==> src/rtl/dbrc_pkg.sv <==
`timescale 1ns / 1ps

package dbrc_pkg;

    // protocol tags
    localparam logic [1:0] PROTO_PG    = 2'd0;
    localparam logic [1:0] PROTO_MYSQL = 2'd1;
    localparam logic [1:0] PROTO_REDIS = 2'd2;

    // query classes
    localparam logic [2:0] CLS_UNKNOWN   = 3'd0;
    localparam logic [2:0] CLS_READ      = 3'd1;
    localparam logic [2:0] CLS_WRITE     = 3'd2;
    localparam logic [2:0] CLS_TXN_BEGIN = 3'd3;
    localparam logic [2:0] CLS_TXN_END   = 3'd4;
    localparam logic [2:0] CLS_SESSION   = 3'd5;

    // framing characters
    localparam logic [7:0] CHAR_Q       = 8'h51;
    localparam logic [7:0] MYSQL_QUERY  = 8'h03;
    localparam logic [7:0] CHAR_STAR    = 8'h2A;
    localparam logic [7:0] CHAR_LF      = 8'h0A;
    localparam logic [7:0] CHAR_CR      = 8'h0D;
    localparam logic [7:0] CASE_MASK    = 8'hDF;

    // minimum message sizes
    localparam int SQL_MIN_BYTES   = 5;
    localparam int REDIS_MIN_BYTES = 3;

    // first eight keyword bytes, entry 0 is the first text byte
    typedef logic [7:0][7:0] t_kw_view;

    typedef struct packed {
        logic [2:0] query_class;
        logic       needs_sticky;
        logic       message_too_short;
    } t_result;

    function automatic logic is_ws(input logic [7:0] b);
        return (b == 8'h20) || (b >= 8'h09 && b <= 8'h0D);
    endfunction

    // kw is right-justified, first character in the highest used byte
    function automatic logic kw_match(input t_kw_view buf_v, input logic [3:0] cnt,
                                      input logic [63:0] kw, input int len);
        logic hit;
        hit = (cnt >= 4'(len));
        for (int k = 0; k < 8; k++) begin
            if (k < len) begin
                if ((buf_v[k] & CASE_MASK) != kw[8*(len-1-k) +: 8]) begin
                    hit = 1'b0;
                end
            end
        end
        return hit;
    endfunction

    function automatic logic [2:0] classify_sql(input t_kw_view v, input logic [3:0] cnt);
        logic [2:0] cls;
        if (kw_match(v, cnt, 64'("BEGIN"), 5) || kw_match(v, cnt, 64'("START"), 5)) begin
            cls = CLS_TXN_BEGIN;
        end else if (kw_match(v, cnt, 64'("COMMIT"), 6) ||
                     kw_match(v, cnt, 64'("ROLLBACK"), 8)) begin
            cls = CLS_TXN_END;
        end else if (kw_match(v, cnt, 64'("SET"), 3)) begin
            cls = CLS_SESSION;
        end else if (kw_match(v, cnt, 64'("SELECT"), 6) ||
                     kw_match(v, cnt, 64'("SHOW"), 4)) begin
            cls = CLS_READ;
        end else if (kw_match(v, cnt, 64'("INSERT"), 6) ||
                     kw_match(v, cnt, 64'("UPDATE"), 6) ||
                     kw_match(v, cnt, 64'("DELETE"), 6)) begin
            cls = CLS_WRITE;
        end else begin
            cls = CLS_UNKNOWN;
        end
        return cls;
    endfunction

    function automatic logic [2:0] classify_redis(input t_kw_view v, input logic [3:0] cnt,
                                                  input logic framed, input logic [1:0] nl);
        logic [2:0] cls;
        if (!framed || nl < 2'd2 || cnt < 4'd3) begin
            cls = CLS_READ;
        end else if (kw_match(v, cnt, 64'("SET"), 3)) begin
            cls = CLS_WRITE;
        end else if (kw_match(v, cnt, 64'("GET"), 3)) begin
            cls = CLS_READ;
        end else if (cnt >= 4'd4 && (v[0] & CASE_MASK) == 8'h4D &&
                     (v[3] & CASE_MASK) == 8'h54) begin
            cls = CLS_TXN_BEGIN;
        end else if (kw_match(v, cnt, 64'("EXEC"), 4)) begin
            cls = CLS_TXN_END;
        end else begin
            cls = CLS_READ;
        end
        return cls;
    endfunction

endpackage

==> src/rtl/dbrc_parse.sv <==
`timescale 1ns / 1ps

module dbrc_parse #(
    parameter int KEYWORD_WINDOW = 8,
    parameter int COUNT_WIDTH    = 32
) (
    input  logic              i_clk,
    input  logic              i_rst_n,
    input  logic              i_step,
    input  logic [7:0]        i_data_byte,
    input  logic              i_first_of_message,
    input  logic              i_last_of_message,
    input  logic [1:0]        i_protocol_kind,
    output dbrc_pkg::t_result o_result
);
    import dbrc_pkg::*;

    localparam int KWC_W  = $clog2(KEYWORD_WINDOW + 1);
    localparam int KIDX_W = $clog2(KEYWORD_WINDOW);
    localparam logic [COUNT_WIDTH-1:0] COUNT_MAX = '1;

    logic [COUNT_WIDTH-1:0] r_byte_count, n_byte_count, c_byte_count;
    logic [31:0]            r_dlen, n_dlen, c_dlen;
    logic [7:0]             r_kind, n_kind, c_kind;
    logic [1:0]             r_proto, n_proto;
    logic                   r_in_text, n_in_text, c_in_text;
    logic [KWC_W-1:0]       r_kw_count, n_kw_count, c_kw_count;
    logic [1:0]             r_nl_count, n_nl_count, c_nl_count;
    logic                   r_cmd_end, n_cmd_end, c_cmd_end;
    logic                   r_star, n_star, c_star;
    logic [7:0]             r_kw_buf [KEYWORD_WINDOW];

    logic                   start;
    logic                   text_en;
    logic                   store_en;
    logic [32:0]            idx_x;
    logic [32:0]            cnt_x;
    t_kw_view               view;
    logic [3:0]             view_cnt;
    t_result                res;

    always_comb begin
        start        = i_first_of_message || (r_byte_count == '0);
        c_byte_count = start ? '0 : r_byte_count;
        c_dlen       = start ? '0 : r_dlen;
        c_kind       = start ? '0 : r_kind;
        c_in_text    = start ? 1'b0 : r_in_text;
        c_kw_count   = start ? '0 : r_kw_count;
        c_nl_count   = start ? '0 : r_nl_count;
        c_cmd_end    = start ? 1'b0 : r_cmd_end;
        c_star       = start ? 1'b0 : r_star;
        n_proto      = start ? i_protocol_kind : r_proto;

        n_byte_count = (c_byte_count == COUNT_MAX) ? c_byte_count : c_byte_count + 1'b1;
        idx_x        = 33'(c_byte_count);
        n_dlen       = c_dlen;
        n_kind       = c_kind;
        n_in_text    = c_in_text;
        n_nl_count   = c_nl_count;
        n_cmd_end    = c_cmd_end;
        n_star       = c_star;
        text_en      = 1'b0;
        store_en     = 1'b0;

        case (n_proto)
            PROTO_PG: begin
                if (idx_x == 33'd0) begin
                    n_kind = i_data_byte;
                end else if (idx_x <= 33'd4) begin
                    n_dlen = {c_dlen[23:0], i_data_byte};
                end else if (idx_x <= 33'(c_dlen)) begin
                    text_en = 1'b1;
                end
            end
            PROTO_MYSQL: begin
                if (idx_x < 33'd3) begin
                    n_dlen[8*c_byte_count[1:0] +: 8] = i_data_byte;
                end else if (idx_x == 33'd4) begin
                    n_kind = i_data_byte;
                end else if (idx_x >= 33'd5 && idx_x < 33'(c_dlen) + 33'd4) begin
                    text_en = 1'b1;
                end
            end
            PROTO_REDIS: begin
                if (idx_x == 33'd0) begin
                    n_star = (i_data_byte == CHAR_STAR);
                end else if (c_star) begin
                    if (c_nl_count < 2'd2) begin
                        if (i_data_byte == CHAR_LF) begin
                            n_nl_count = c_nl_count + 2'd1;
                        end
                    end else if (!c_cmd_end) begin
                        if (i_data_byte == CHAR_CR) begin
                            n_cmd_end = 1'b1;
                        end else begin
                            store_en = 1'b1;
                        end
                    end
                end
            end
            default: begin
            end
        endcase

        // leading whitespace is dropped until the first text byte
        if (text_en && (c_in_text || !is_ws(i_data_byte))) begin
            n_in_text = 1'b1;
            store_en  = 1'b1;
        end
        if (c_kw_count >= KWC_W'(KEYWORD_WINDOW)) begin
            store_en = 1'b0;
        end
        n_kw_count = store_en ? c_kw_count + 1'b1 : c_kw_count;

        for (int k = 0; k < 8; k++) begin
            view[k] = (store_en && c_kw_count == KWC_W'(k)) ? i_data_byte : r_kw_buf[k];
        end
        view_cnt = (n_kw_count >= KWC_W'(8)) ? 4'd8 : 4'(n_kw_count);

        cnt_x = 33'(n_byte_count);
        res   = '0;
        case (n_proto)
            PROTO_PG, PROTO_MYSQL: begin
                if (cnt_x < 33'(SQL_MIN_BYTES)) begin
                    res.message_too_short = 1'b1;
                end else if (n_proto == PROTO_PG) begin
                    if (n_kind == CHAR_Q && cnt_x >= 33'(n_dlen) + 33'd1) begin
                        res.query_class = classify_sql(view, view_cnt);
                    end
                end else begin
                    if (n_kind == MYSQL_QUERY && cnt_x >= 33'(n_dlen) + 33'd4) begin
                        res.query_class = classify_sql(view, view_cnt);
                    end
                end
                res.needs_sticky = (res.query_class == CLS_TXN_BEGIN) ||
                                   (res.query_class == CLS_SESSION);
            end
            PROTO_REDIS: begin
                if (cnt_x < 33'(REDIS_MIN_BYTES)) begin
                    res.message_too_short = 1'b1;
                end else begin
                    res.query_class  = classify_redis(view, view_cnt, n_star, n_nl_count);
                    res.needs_sticky = (res.query_class == CLS_TXN_BEGIN);
                end
            end
            default: begin
            end
        endcase
        o_result = res;
    end

    always_ff @(posedge i_clk) begin
        if (!i_rst_n) begin
            r_byte_count <= '0;
            r_dlen       <= '0;
            r_kind       <= '0;
            r_proto      <= PROTO_PG;
            r_in_text    <= 1'b0;
            r_kw_count   <= '0;
            r_nl_count   <= '0;
            r_cmd_end    <= 1'b0;
            r_star       <= 1'b0;
        end else if (i_step) begin
            // a zero count makes the next byte open a fresh message
            r_byte_count <= i_last_of_message ? '0 : n_byte_count;
            r_dlen       <= n_dlen;
            r_kind       <= n_kind;
            r_proto      <= n_proto;
            r_in_text    <= n_in_text;
            r_kw_count   <= n_kw_count;
            r_nl_count   <= n_nl_count;
            r_cmd_end    <= n_cmd_end;
            r_star       <= n_star;
        end
    end

    always_ff @(posedge i_clk) begin
        if (i_step && store_en) begin
            r_kw_buf[c_kw_count[KIDX_W-1:0]] <= i_data_byte;
        end
    end

endmodule

==> src/rtl/db_request_classifier.sv <==
`timescale 1ns / 1ps
// input reg feeds result reg through dbrc_parse, where the parse state loop closes
// throughput: one byte per cycle unless a last byte meets a full, stalled result reg
// a message ending in a last byte yields one item, shown while the next one streams in
// reset: synchronous active-low i_rst_n clears handshake and parse state; no clearing pass
// keyword buffer entries are not reset, they are only read once written

module db_request_classifier #(
    parameter int KEYWORD_WINDOW = 8,
    parameter int COUNT_WIDTH    = 32
) (
    input  logic       i_clk,
    input  logic       i_rst_n,
    // byte channel
    input  logic       i_valid,
    output logic       o_ready,
    input  logic [7:0] i_data_byte,
    input  logic       i_first_of_message,
    input  logic       i_last_of_message,
    input  logic [1:0] i_protocol_kind,
    // result channel
    output logic       o_valid,
    input  logic       i_ready,
    output logic [2:0] o_query_class,
    output logic       o_needs_sticky,
    output logic       o_message_too_short
);
    import dbrc_pkg::*;

    // input register stage
    logic       r_in_valid;
    logic [7:0] r_in_data;
    logic       r_in_first;
    logic       r_in_last;
    logic [1:0] r_in_proto;

    // result register stage
    logic       r_out_valid;
    t_result    r_out;

    t_result    parse_res;
    logic       advance;

    // a byte leaves the input register unless it is a last byte facing a full,
    // stalled result register; only last bytes produce an item
    assign advance = r_in_valid && (!r_in_last || !r_out_valid || i_ready);
    assign o_ready = !r_in_valid || advance;

    always_ff @(posedge i_clk) begin
        if (!i_rst_n) begin
            r_in_valid <= 1'b0;
        end else if (o_ready) begin
            r_in_valid <= i_valid;
        end
    end

    always_ff @(posedge i_clk) begin
        if (o_ready && i_valid) begin
            r_in_data  <= i_data_byte;
            r_in_first <= i_first_of_message;
            r_in_last  <= i_last_of_message;
            r_in_proto <= i_protocol_kind;
        end
    end

    // byte parser: header decode, keyword capture, classification
    dbrc_parse #(
        .KEYWORD_WINDOW (KEYWORD_WINDOW),
        .COUNT_WIDTH    (COUNT_WIDTH)
    ) u_parse (
        .i_clk              (i_clk),
        .i_rst_n            (i_rst_n),
        .i_step             (advance),
        .i_data_byte        (r_in_data),
        .i_first_of_message (r_in_first),
        .i_last_of_message  (r_in_last),
        .i_protocol_kind    (r_in_proto),
        .o_result           (parse_res)
    );

    always_ff @(posedge i_clk) begin
        if (!i_rst_n) begin
            r_out_valid <= 1'b0;
        end else if (advance && r_in_last) begin
            r_out_valid <= 1'b1;
        end else if (i_ready) begin
            r_out_valid <= 1'b0;
        end
    end

    always_ff @(posedge i_clk) begin
        if (advance && r_in_last) begin
            r_out <= parse_res;
        end
    end

    assign o_valid             = r_out_valid;
    assign o_query_class       = r_out.query_class;
    assign o_needs_sticky      = r_out.needs_sticky;
    assign o_message_too_short = r_out.message_too_short;

endmodule

==> config.mk <==
export PLATFORM = sky130hd
export DESIGN_NAME = db_request_classifier
export DESIGN_NICKNAME = d
export VERILOG_FILES = /design/src/rtl/dbrc_pkg.sv /design/src/rtl/dbrc_parse.sv /design/src/rtl/db_request_classifier.sv
export SDC_FILE = /design/constraint.sdc
export NUM_CORES = 1
export LEC_CHECK = 0
export ABC_AREA = 0
export BUFFER_PORTS_ARGS = -buffer_cell sky130_fd_sc_hd__buf_4
export CORE_AREA = 4 4 189 191
export CTS_CLUSTER_DIAMETER = 100
export DETAILED_ROUTE_END_ITERATION = 10
export DIE_AREA = 0 0 193 195
export SLEW_MARGIN = 5
export SYNTH_ARGS = -nofsm -noshare
export SYNTH_HDL_FRONTEND = slang
export SYNTH_SLANG_ARGS = --single-unit
export TNS_END_PERCENT = 100
==> constraint.sdc <==
create_clock -name i_clk -period 15.8 [get_ports i_clk]
set_input_delay 0.79 -clock i_clk [delete_from_list [all_inputs] [get_ports i_clk]]
set_output_delay 0.79 -clock i_clk [all_outputs]
set_load 0.1 [all_outputs]
==> results.md, run 1 <==
Status:
- The run finished with clean final reports.

Pwr:
- The power density of the placed cells is 60.9 nW/um2.
- The switching power share of the total is 31.1%.
- VDD sags by at most 0.0793 mV.
- The share of total power dissipated in sequential elements is 43.6%.
- The internal power component is 702 uW.
- For this design the total switching power over the nets is 317 uW.
- The part of the power in the clock network is 43.0%.
- The leakage power is 6.03 nW.
- In this run, the combinational gates consume 13.4% of the power.

Cells and area:
- The repair_antennas step left the layout with diodes totalling 0.
- The number of fill cells in the layout is 3347.
- The total number of nets in the final design is 2045.
- Cells with a size suffix above 1 make up 8.67% of the layout.
- The layout overhead on the synthesized area is 8.08%.
- The final instance count without filler cells is 2358.
- The final design area excluding fillers is 16700 um2.
- Leaving out fill and tap cells, the most frequent cells in the layout are nand2_1, ha_1, nor2_1, nand3_1, o21ai_0.
- For this run, the share of the core covered by cells in the final layout is 49.0%.
- Leaving out fill and tap cells, the most frequent cell in the layout is nand2_1.

Detailed routing:
- The residual DRC count is 0.
- The number of vias after detailed routing is 15400.
- The total iterations of the first detailed-routing run is 6.
- In this run, the number of DRC markers left after iteration 0 of detailed routing was 1852.
- Using the TritonRoute via totals, the vias-per-cell ratio works out to 6.53.
- After detailed routing, the average wire length per cell comes to 26.1 um.
- The final layout contains routed wiring with a total length of 61700 um.
- Once detail routing completed, the nets flagged for antenna violations numbered 0.

Synth:
- The most area-hungry cell type in the Yosys netlist is edfxtp_1.
- The average instance area after synthesis is 8.11 um2.
- Summed over its instances, the top area cell type makes up 14.2% of the synthesized netlist area.
- The area of the mapped netlist is 15500 um2.
- The synthesized netlist contains 104 unique library cells.
- By area the synthesized netlist is led by edfxtp_1, ha_1, dfxtp_1.
- The count of synthesis-stage warnings from yosys is 0.
- In the synthesized netlist the dominant register cell turns out to be dfxtp_1.
- The synthesized design contains 158 register bits.
- Synthesis produced 1909 cells.
- Summing the sequential cell areas from Yosys gives 25.2% of the chip area.
- After synthesis, the share of flip-flops with an asynchronous set or reset is 0%.
- The synthesized design contains 73 enable-type register cells.
- Counting every net in the synthesized netlist gives 2064.

Job:
- The max-capacitance violation count is 0.

Clock tree:
- Buffers added to address setup during post-CTS repair amount to 0.
- The number of buffers inserted during clock tree synthesis is 17.
- After clock tree synthesis, the clock-pin slew on the worst setup and hold paths is 70 ps.
- Clock tree synthesis found a total of 158 sinks.
- The cell at the root of the clock tree is clkbuf_16.
- The H-tree was split into 4 levels.
- Clock latency on the worst-skew pair, taken at its later pin, is 460 ps.
- The hold buffer count at cts is 0.
- In this run the deepest clock path goes through 2 buffers.
- The number of instances resized during post-cts repair is 0.
- TritonCTS built the clock tree.

Setup path:
- The worst register-to-register path has a setup slack of 5490 ps.
- The critical path in this run is classified as reg2reg.
- In this run the worst path has a maximum fanout of 19.
- The origin of the critical flop-to-flop path is r_in_first$_DFFE_PP_.
- The worst register-to-register path has a depth of 27.
- The required time at the worst-slack endpoint is 16060 ps.
- The endpoint identified for the worst register-to-register timing path is o_needs_sticky$_DFFE_PP_.
- The worst setup path is captured at a flop.
- The worst setup path is launched from a flop.
- STA puts the critical path data arrival time at 10580 ps.

Timing:
- The shortest period the worst path allows is 10310 ps.
- Setup repair after global routing left no endpoint under its margin.
- The maximum operating frequency is 96.9 MHz.
- Setup violations remaining at the end of the flow were counted as 0.
- The relative slew slack is 7.91%.
- The share of the clock period used by the worst path is 65.3%.
- The number of max-slew violations in the final report is 0.
- The measured slew at the worst slew-check pin is 1370 ps.
- The number of failing hold endpoints at the final stage is 0.
- The final clock skew is 23.1 ps.
- Adding up every negative setup slack in the final design gives 0 ps.
- The worst hold slack across all endpoints is 477 ps.

Floorplan:
- The standard-cell row count is 68.
- From left edge to right edge, the die measures 193 um.
- In this run the vertical extent of the chip is 195 um.
- The count of boundary I/O pins is 23.
- The core box area is 34100 um2.
- The overall die area is 37600 um2.
- The effective utilization at floorplan is 45.4%.

Placement:
- The count of input and output buffers is 22.
- At the end of routability-driven placement, the weighted congestion stood at 1.00.
- In this run, placement finished with an instance count of 2326.
- The detailed placer's ending HPWL is 47100 um.
- The total placed instance area is 16100 um2.

Hold path:
- The worst hold path belongs to the class reg2reg.
- The cell depth of the worst min-delay path is 2.
- The launch point of the worst hold path is u_parse.r_cmd_end$_SDFFE_PN0P_.
- The path with the worst hold slack has its endpoint at u_parse.r_cmd_end$_SDFFE_PN0P_.

GRT:
- The via count of the first global-routing pass is 14700.
- The first-pass GRT wire length is 93100 um.
- The largest net degree at the start of global routing is 85.
- The overflow left after global routing is 0.
- The global-route usage over all layers is 32.4%.
- The number of antenna violations at the first check in global routing is 0.
## through the flow
step           power [mW]  worst slack, ps
6_report             1.02             5490
5_1_grt              1.05             5410
3_5_place_dp        0.585             5800
3_3_place_gp        0.585             5940
2_1_floorplan       0.533             8430
4_1_cts              1.02             5770
## cell type report
class                   count  area, um2  area share [%]
well taps                 455        569            3.40
flip-flops and latches    158       3890            23.3
inverters                  43        161           0.965
repair buffers             66        495            2.96
clock buffers              17        425            2.54
multi-input cells        1604      11000            65.8
clock inverters            15        170            1.02
## sequential cells by signal (all words and copies together) (netlist names), 2 cells and up
register,count
o_query_class,3
r_in_data,8
r_in_proto,2
u_parse.r_byte_count,32
u_parse.r_dlen,32
u_parse.r_kind,8
u_parse.r_kw_buf,56
u_parse.r_kw_count,4
u_parse.r_nl_count,2
u_parse.r_proto,2
## how the worst max path moves through the flow
stage                                                      from                       end  slack (ps)  depth (start not counted)
after detailed placement                   r_in_first$_DFFE_PP_  o_needs_sticky$_DFFE_PP_        5800                         27
final                                      r_in_first$_DFFE_PP_  o_needs_sticky$_DFFE_PP_        5490                         27
after floorplan           u_parse.r_byte_count[24]$_SDFFE_PN0P_  o_needs_sticky$_DFFE_PP_        8430                         37
after global routing                       r_in_first$_DFFE_PP_  o_needs_sticky$_DFFE_PP_        5410                         27
after CTS                                  r_in_first$_DFFE_PP_  o_needs_sticky$_DFFE_PP_        5770                         27
after global placement                     r_in_first$_DFFE_PP_  o_needs_sticky$_DFFE_PP_        5940                         27
## critical path, cell delays in order, from the launching register on
cell and delay [ps]:
edfxtp_1 900, nand2b_1 530, ha_1 440, inv_1 240, a31oi_1 1040, nor2_1 600
nand2_1 430, nand2_1 90, a21oi_1 660, ha_1 360, o211ai_1 230, nor4_2 740
nand3_1 270, or2_1 360, nor3b_1 300, xor2_1 130, ha_1 310, a21o_1 110
a21o_1 110, a21oi_1 100, o2111a_1 190, nand4_1 120, o2111ai_1 110, o21ai_0 490
nand4_1 190, or3_1 420, a41o_2 330, o32ai_1 290
## power groups by stage
stage / registers, mW / logic [mW] / clock network (mW)
finish: 0.445 / 0.136 / 0.438
global route: 0.445 / 0.145 / 0.461
CTS: 0.444 / 0.132 / 0.443
detailed placement: 0.453 / 0.132 / 0
global placement: 0.453 / 0.132 / 0
floorplan: 0.450 / 0.0828 / 0
## cells by family after synthesis
| group | after synthesis | synth area share, % |
|---|---|---|
| adders and majority gates | 139 | 11.2 |
| DFF | 158 | 25.2 |
| and+or+nand+nor | 870 | 30.7 |
| xor gates and xnor gates | 112 | 6.34 |
| muxes | 48 | 3.23 |
| buffers and inverters | 147 | 3.99 |
| AOI/OAI and AO/OA | 435 | 19.3 |
## cells in the mapped netlist, drive strengths merged (10+ instances only)
cell type,count
a211oi,10
a21boi,14
a21o,23
a21oi,84
a22oi,42
a31oi,18
and2,51
and3,31
and4,13
buf,35
clkbuf,69
dfxtp,85
edfxtp,73
ha,139
inv,43
mux2,15
mux2i,33
nand2,237
nand3,91
nand3b,10
nand4,54
nand4b,10
nor2,138
nor2b,74
nor3,46
nor3b,18
nor4,26
nor4b,12
o2111ai,10
o211ai,20
o21a,20
o21ai,101
or3,16
xnor2,70
xor2,42
## layer usage
layer / routed length, um / track usage (%) / part of all wire [%] / up-vias
met1: 27700 / 46.9 / 45 / 7452
met4: 1940 / 10.8 / 3.1 / 0
met3: 5830 / 7.87 / 9.4 / 108
li1: - / - / - / 7078
met2: 26200 / 47.4 / 42 / 755
met5: 0 / 0 / 0 / -
Power figures use the tool's default switching activity.
==> run 2: changes to the inputs <==
- clock period: 15.8 -> 8.65 ns (I/O delays scaled with it)
==> results.md, run 2 (synthesis gave the netlist of run 1 again) <==
Status:
- The flow ran to the end, and the final reports show no timing, DRC or antenna violations.

Timing:
- The maximum operating frequency is 123 MHz.
- After routing, the total negative slack on setup checks comes to 0 ps.
- The final clock skew is 15.7 ps.
- The final worst slack is 507 ps.
- Setup repair after global routing left no endpoint under its margin.
- The number of max-slew violations in the final report was 0.
- In the finished design, the share of the clock period the worst path needs comes to 94.1%.
- The measured slew at the worst slew-check pin is 1230 ps.
- The worst pin sits at a relative slew slack of 17.4%.
- The worst path in the final design needs a cycle of 8140 ps, including I/O delays and setup.
- The number of failing hold endpoints at the final stage is 0.
- The count of endpoints failing setup in the final report is 0.

Cells and area:
- The commonest non-fill, non-tap cell in the layout is nand2_1.
- The register with the most flip-flops in the layout has 56 of them.
- At the end of the flow, the number of nets in the layout was 2072.
- The layout overhead on the synthesized area is 9.49%.
- The post-route netlist has 9.84% of its cells at a drive strength greater than 1.
- In the layout the commonest cells are nand2_1, ha_1, nor2_1, buf_4, nand3_1.
- Cells fill 49.7% of the core in the end.

Placement:
- The count of input and output buffers is 22.
- Before CTS, the worst setup slack after placement is 536 ps.
- Detailed placement finished with a half-perimeter wire length of 47300 um.
- The global placer's final weighted congestion is 1.01.

Setup path:
- The critical path is of the reg2reg type.
- The arrival time reported for the critical path endpoint is 8410 ps.
- STA classifies the critical path startpoint as a flop.
- The required time at the worst-slack endpoint is 8920 ps.
- The highest fanout seen on the critical path is 28.
- The worst setup path is captured at a flop.

Job:
- The max-capacitance violation count is 0.

Clock tree:
- The number of buffers inserted during clock tree synthesis is 17.
- In this run the post-CTS setup repair buffer count came out at 0.
- The total number of H-tree levels is 4.
- Gates resized during post-CTS repair numbered 0.
- The worst-skew pair later-pin latency is 460 ps.
- The number of clock sinks seen by CTS is 158.
- The clock tree from TritonCTS is yes.
- The root buffer cell chosen for the clock tree is clkbuf_16.
- The number of hold buffers added after CTS was 0.
- Clock-pin slew was measured on the worst setup and hold paths at 70 ps.
- The longest clock path from root to sink contains 2 buffers.

Floorplan:
- In this run the count of I/O pins placed on the die edge is 23.
- The width of the die is 193 um.
- The y dimension of the die is 195 um.
- The die covers 37600 um2.
- The core box area is 34100 um2.
- The effective utilization at floorplan is 45.4%.
- The floorplan has 68 rows.

Pwr:
- The switching power share of the total is 30.6%.
- The worst-case IR drop observed on VDD is 0.148 mV.
- The analysis attributes to cell leakage a power of 6.16 nW.
- For this design the ratio of total power to cell area is 109 nW/um2.
- Internal power comes to 1.28 mW.
- Of the total power, the clock network draws 42.5%.
- The sequential power share is 44.1%.
- Combinational logic is responsible for 13.4% of the overall power.
- For this design the total switching power over the nets is 566 uW.
- The completed layout was analyzed and its total power is 1.85 mW.

Hold path:
- The min-delay analysis places its worst path in the category in2reg.

GRT:
- The first global-routing pass estimated 91600 um of wire.
- Global routing consumed, on the met2 layer, 44.7% of the routing resources.
- The via count of the first global-routing pass was 14400.
- The overflow left after global routing is 0.
- The largest net degree at the start of global routing is 104.
- The global routing's busiest layer is met1.
- The global-route usage over all layers is 32.1%.
- The number of antenna violations at the first check in global routing is 1.
- For this run, global-route usage on met3 was measured as 8.78%.
- The met1 global-route usage is 47.8%.

Detailed routing:
- For this run, design rule violations remaining after detail routing come to 0.
- The detail route stage leaves a number of antenna-violating nets equal to 0.
- After detailed routing, the total wire length is 61500 um.
- For this block, the initial DRC count from the detailed router was 1928.
- Using the TritonRoute via totals, the vias-per-cell ratio works out to 6.47.
- Dividing the detail-routed wire length by the instance count gives 25.8 um.
- The number of vias after detailed routing is 15400.
- The total iterations of the first detailed-routing run is 5.
## run 2: critical path, cell delays in order, from the launching register on
cell	delay, ps
dfxtp_1	400
nor4_4	530
nand4_2	450
o31ai_4	360
buf_4	390
mux2i_2	530
a21oi_1	80
nor2_1	130
o21a_1	250
ha_1	270
o211ai_1	270
nor4_4	510
nand3_1	240
or2_1	350
nor3_1	420
xnor2_1	150
ha_1	330
nand2_1	50
or4_1	530
nor3_1	200
a221oi_1	120
o21ai_0	170
nand4_1	170
or3_1	390
a41o_2	320
o32ai_1	300
## run 2: worst paths after layout
path         cells past startpoint  slack, ps                              to                             startpoint
min reg2reg                      2        470  u_parse.r_cmd_end$_SDFFE_PN0P_         u_parse.r_cmd_end$_SDFFE_PN0P_
min                              1        150         r_in_proto[1]$_DFFE_PP_                     i_protocol_kind[1]
max reg2reg                     25        510        o_needs_sticky$_DFFE_PP_  u_parse.r_byte_count[17]$_SDFFE_PN0P_
max                             25        510        o_needs_sticky$_DFFE_PP_  u_parse.r_byte_count[17]$_SDFFE_PN0P_
## run 2: final cells by class
class / count / area, um2
clock buffer: 19 / 433
antenna: 1 / 2.50
multi-input combinational: 1604 / 11000
clock inverter: 13 / 150
sequential: 158 / 3890
tap: 455 / 569
timing repair buffer: 93 / 711
inverter: 43 / 161
fill: 3372 / 17200
## run 2: per-layer routing
| metal | vias to the layer above | share of wire [%] |
|---|---|---|
| met5 | - | 0 |
| met4 | 0 | 3.1 |
| met3 | 104 | 11 |
| met2 | 814 | 41 |
| met1 | 7392 | 45 |
| li1 | 7123 | - |
## run 2: through the flow
stage,std cells,hold slack [ps],cell area (um2)
after floorplan,1909,443,15500
after global placement,2353,460,16300
after detailed placement,2353,463,16300
after CTS,2385,131,16900
after global routing,2385,137,16900
final,2386,146,16900
## run 2: power groups by stage
stage	Combinational (mW)	Sequential, mW	Clock, mW
floorplan	0.151	0.822	0
global placement	0.238	0.831	0
detailed placement	0.238	0.831	0
CTS	0.240	0.814	0.795
global route	0.264	0.816	0.828
finish	0.247	0.815	0.786
==> run 3: changes to the inputs <==
- BUFFER_PORTS_ARGS: -buffer_cell sky130_fd_sc_hd__buf_4 -> unset
- DONT_BUFFER_PORTS: unset -> 1
==> results.md, run 3 (synthesis gave the netlist of run 1 again) <==
Placement:
- The placed instances occupy a cell area of 16200 um2.
- The global placer's final weighted congestion is 1.06.
- Port buffering added 0 buffers.
- Once detailed placement completed, the half-perimeter wirelength came to 46800 um.

Clock tree:
- In this run the deepest clock path goes through 2 buffers.
- TritonCTS built the clock tree.
- The worst-skew pair later-pin latency is 460 ps.
- The hold buffer count at cts is 0.
- The H-tree generated during clock tree synthesis spans 4 levels.
- After clock tree synthesis, the clock-pin slew on the worst setup and hold paths is 70 ps.
- Clock tree synthesis selected as its root buffer the cell clkbuf_16.
- The number of buffers inserted during clock tree synthesis is 17.
- The number of clock sinks seen by CTS is 158.

Detailed routing:
- In the final routed layout, each cell accounts on average for 25.7 um.
- The residual DRC count is 0.
- The number of vias after detailed routing is 15500.
- The total iterations of the first detailed-routing run is 5.
- The final wirelength is 60800 um.
- The detail route stage leaves a number of antenna-violating nets equal to 0.
- For this block, the initial DRC count from the detailed router was 1835.
- In the routed layout, each cell is associated on average with a via count of 6.54.

Cells and area:
- The final design area excluding fillers is 16700 um2.
- The flip-flop count of the largest register, all copies and words added is 56.
- The layout overhead on the synthesized area is 8.09%.
- Leaving out fill and tap cells, the most frequent cell in the layout is nand2_1.
- The net count of the finished layout is 2053.
- The top cell types in the final layout, fill and taps aside, are nand2_1, ha_1, nor2_1, nand3_1, o21ai_0.
- Of the cells placed in the final design, the portion with a size suffix greater than 1 is 8.95%.
- Counting the fill cells in the layout gives 3371.

Floorplan:
- After floorplanning, the core was sized to cover 34100 um2.
- The effective utilization at floorplan is 45.4%.
- Measured along the y axis, the die boundary spans 195 um.
- In this run the core area contains 68 standard-cell rows.
- The width of the die is 193 um.
- The die covers 37600 um2.
- The count of boundary I/O pins is 23.

Setup path:
- For the worst setup path, the data required time is 8920 ps.
- For the worst setup path, the data arrival time is 8470 ps.
- Among all stages on the critical path, the largest delay is contributed by nor4_2.
- The type of the setup path with the least slack is reg2reg.
- Grouping stages by cell kind, the critical path spends the most delay in simple AND/OR/NAND/NOR gates.
- The delay of the slowest critical-path stage is 670 ps.
- The kind of launch point of the worst setup path is a flop.
- The worst setup path is captured at a flop.
- Along the worst path, the maximum fanout reaches 14.
- The combined buffer and inverter count along the critical path is 3.

Pwr:
- The leakage power is 6.05 nW.
- The maximum vdd drop is 0.146 mV.
- Power comes to 1.79 mW.
- The power density of the placed cells is 107 nW/um2.

Hold path:
- The worst hold path belongs to the class in2reg.

Status:
- The run finished with clean final reports.

Timing:
- Setup repair after global routing left no endpoint under its margin.
- The number of failing hold endpoints at the final stage came to 0.
- The relative slew slack is 20.6%.
- The share of the clock period used by the worst path is 94.8%.
- The measured slew at the worst slew-check pin is 1190 ps.
- The count of endpoints failing setup in the final report is 0.
- The clock arrives with 14.1 ps of skew.
- The maximum operating frequency is 122 MHz.
- The shortest period the worst path allows is 8200 ps.
- The setup TNS is 0 ps.
- The number of max-slew violations in the final report is 0.

GRT:
- Entering global routing, the biggest net connects 85 pins.
- The global-route usage over all layers is 31.8%.
- After global routing the overflow that remains totals 0.
- The first global-routing pass estimated 91300 um of wire.
- The via count of the first global-routing pass is 14200.
- The number of antenna violations at the first check in global routing is 0.

Job:
- Max-cap violations in this run came to 0.
## run 3: cell count changes in the layout (fill, tap and decap cells not counted), moves of 2 or more
cell	change
buf_4	-18
inv_6	+4
clkinv_2	+2
clkinv_4	-2
## run 3: routing by layer
metal,GRT usage (%),wire (um)
met5,0,0
met4,10.5,2020
met2,43.6,24400
met1,48.0,28100
met3,8.49,6280
## run 3: final cells by class
cell class / count / area (um2) / area share (%)
inverter: 43 / 161 / 0.965
multi-input combinational: 1604 / 11000 / 65.7
antenna: 1 / 2.50 / 0.0150
sequential: 158 / 3890 / 23.3
clock buffer: 18 / 429 / 2.57
timing repair buffer: 74 / 556 / 3.32
tap: 455 / 569 / 3.40
clock inverter: 14 / 119 / 0.711
## run 3: worst paths after layout
check                                                     from                        endpoint  slack (ps)  cells after the start
worst max-delay path                      r_in_first$_DFFE_PP_        o_needs_sticky$_DFFE_PP_         450                     27
worst min-delay path                        i_protocol_kind[1]         r_in_proto[1]$_DFFE_PP_          70                      0
worst max register to register            r_in_first$_DFFE_PP_        o_needs_sticky$_DFFE_PP_         450                     27
worst min register to register  u_parse.r_cmd_end$_SDFFE_PN0P_  u_parse.r_cmd_end$_SDFFE_PN0P_         490                      2
## run 3: worst register-to-register path, stage by stage, from the launching register on
cell	delay (ps)
edfxtp_1	500
nor2b_1	510
inv_1	180
ha_1	330
inv_1	260
a31o_2	420
a21oi_1	220
o21ai_0	350
o21ai_0	130
a21oi_1	150
buf_4	180
ha_1	240
o211ai_1	230
nor4_2	680
nand3_1	250
or2_1	350
nor3b_1	260
xor2_1	110
ha_1	310
nand4_1	140
or4_1	570
nor3_1	190
a221oi_1	100
o21ai_0	210
nand4_1	180
or3_1	390
a41o_2	310
o32ai_1	280
## run 3: what timing repair did
action	4_1_cts	5_1_grt
setup endpoints to repair	0	4
setup buffers	0	2
resized for setup	0	1
## run 3: per-stage QoR
stage | cells | util, % | worst slack [ps] | hold slack, ps
final | 2367 | 49.0 | 451 | 66.2
after global routing | 2366 | 49.0 | 56.4 | 39.7
after CTS | 2364 | 49.0 | 21.6 | 49.6
after detailed placement | 2332 | 47.3 | 72.6 | 467
after global placement | 2332 | 47.3 | 67.8 | 462
after floorplan | 1909 | - | 1280 | 443
## run 3: power breakdown
group,switching (mW),internal (mW)
combinational,0.162,0.0760
clock,0.363,0.378
sequential,0.0223,0.792
total,0.547,1.25
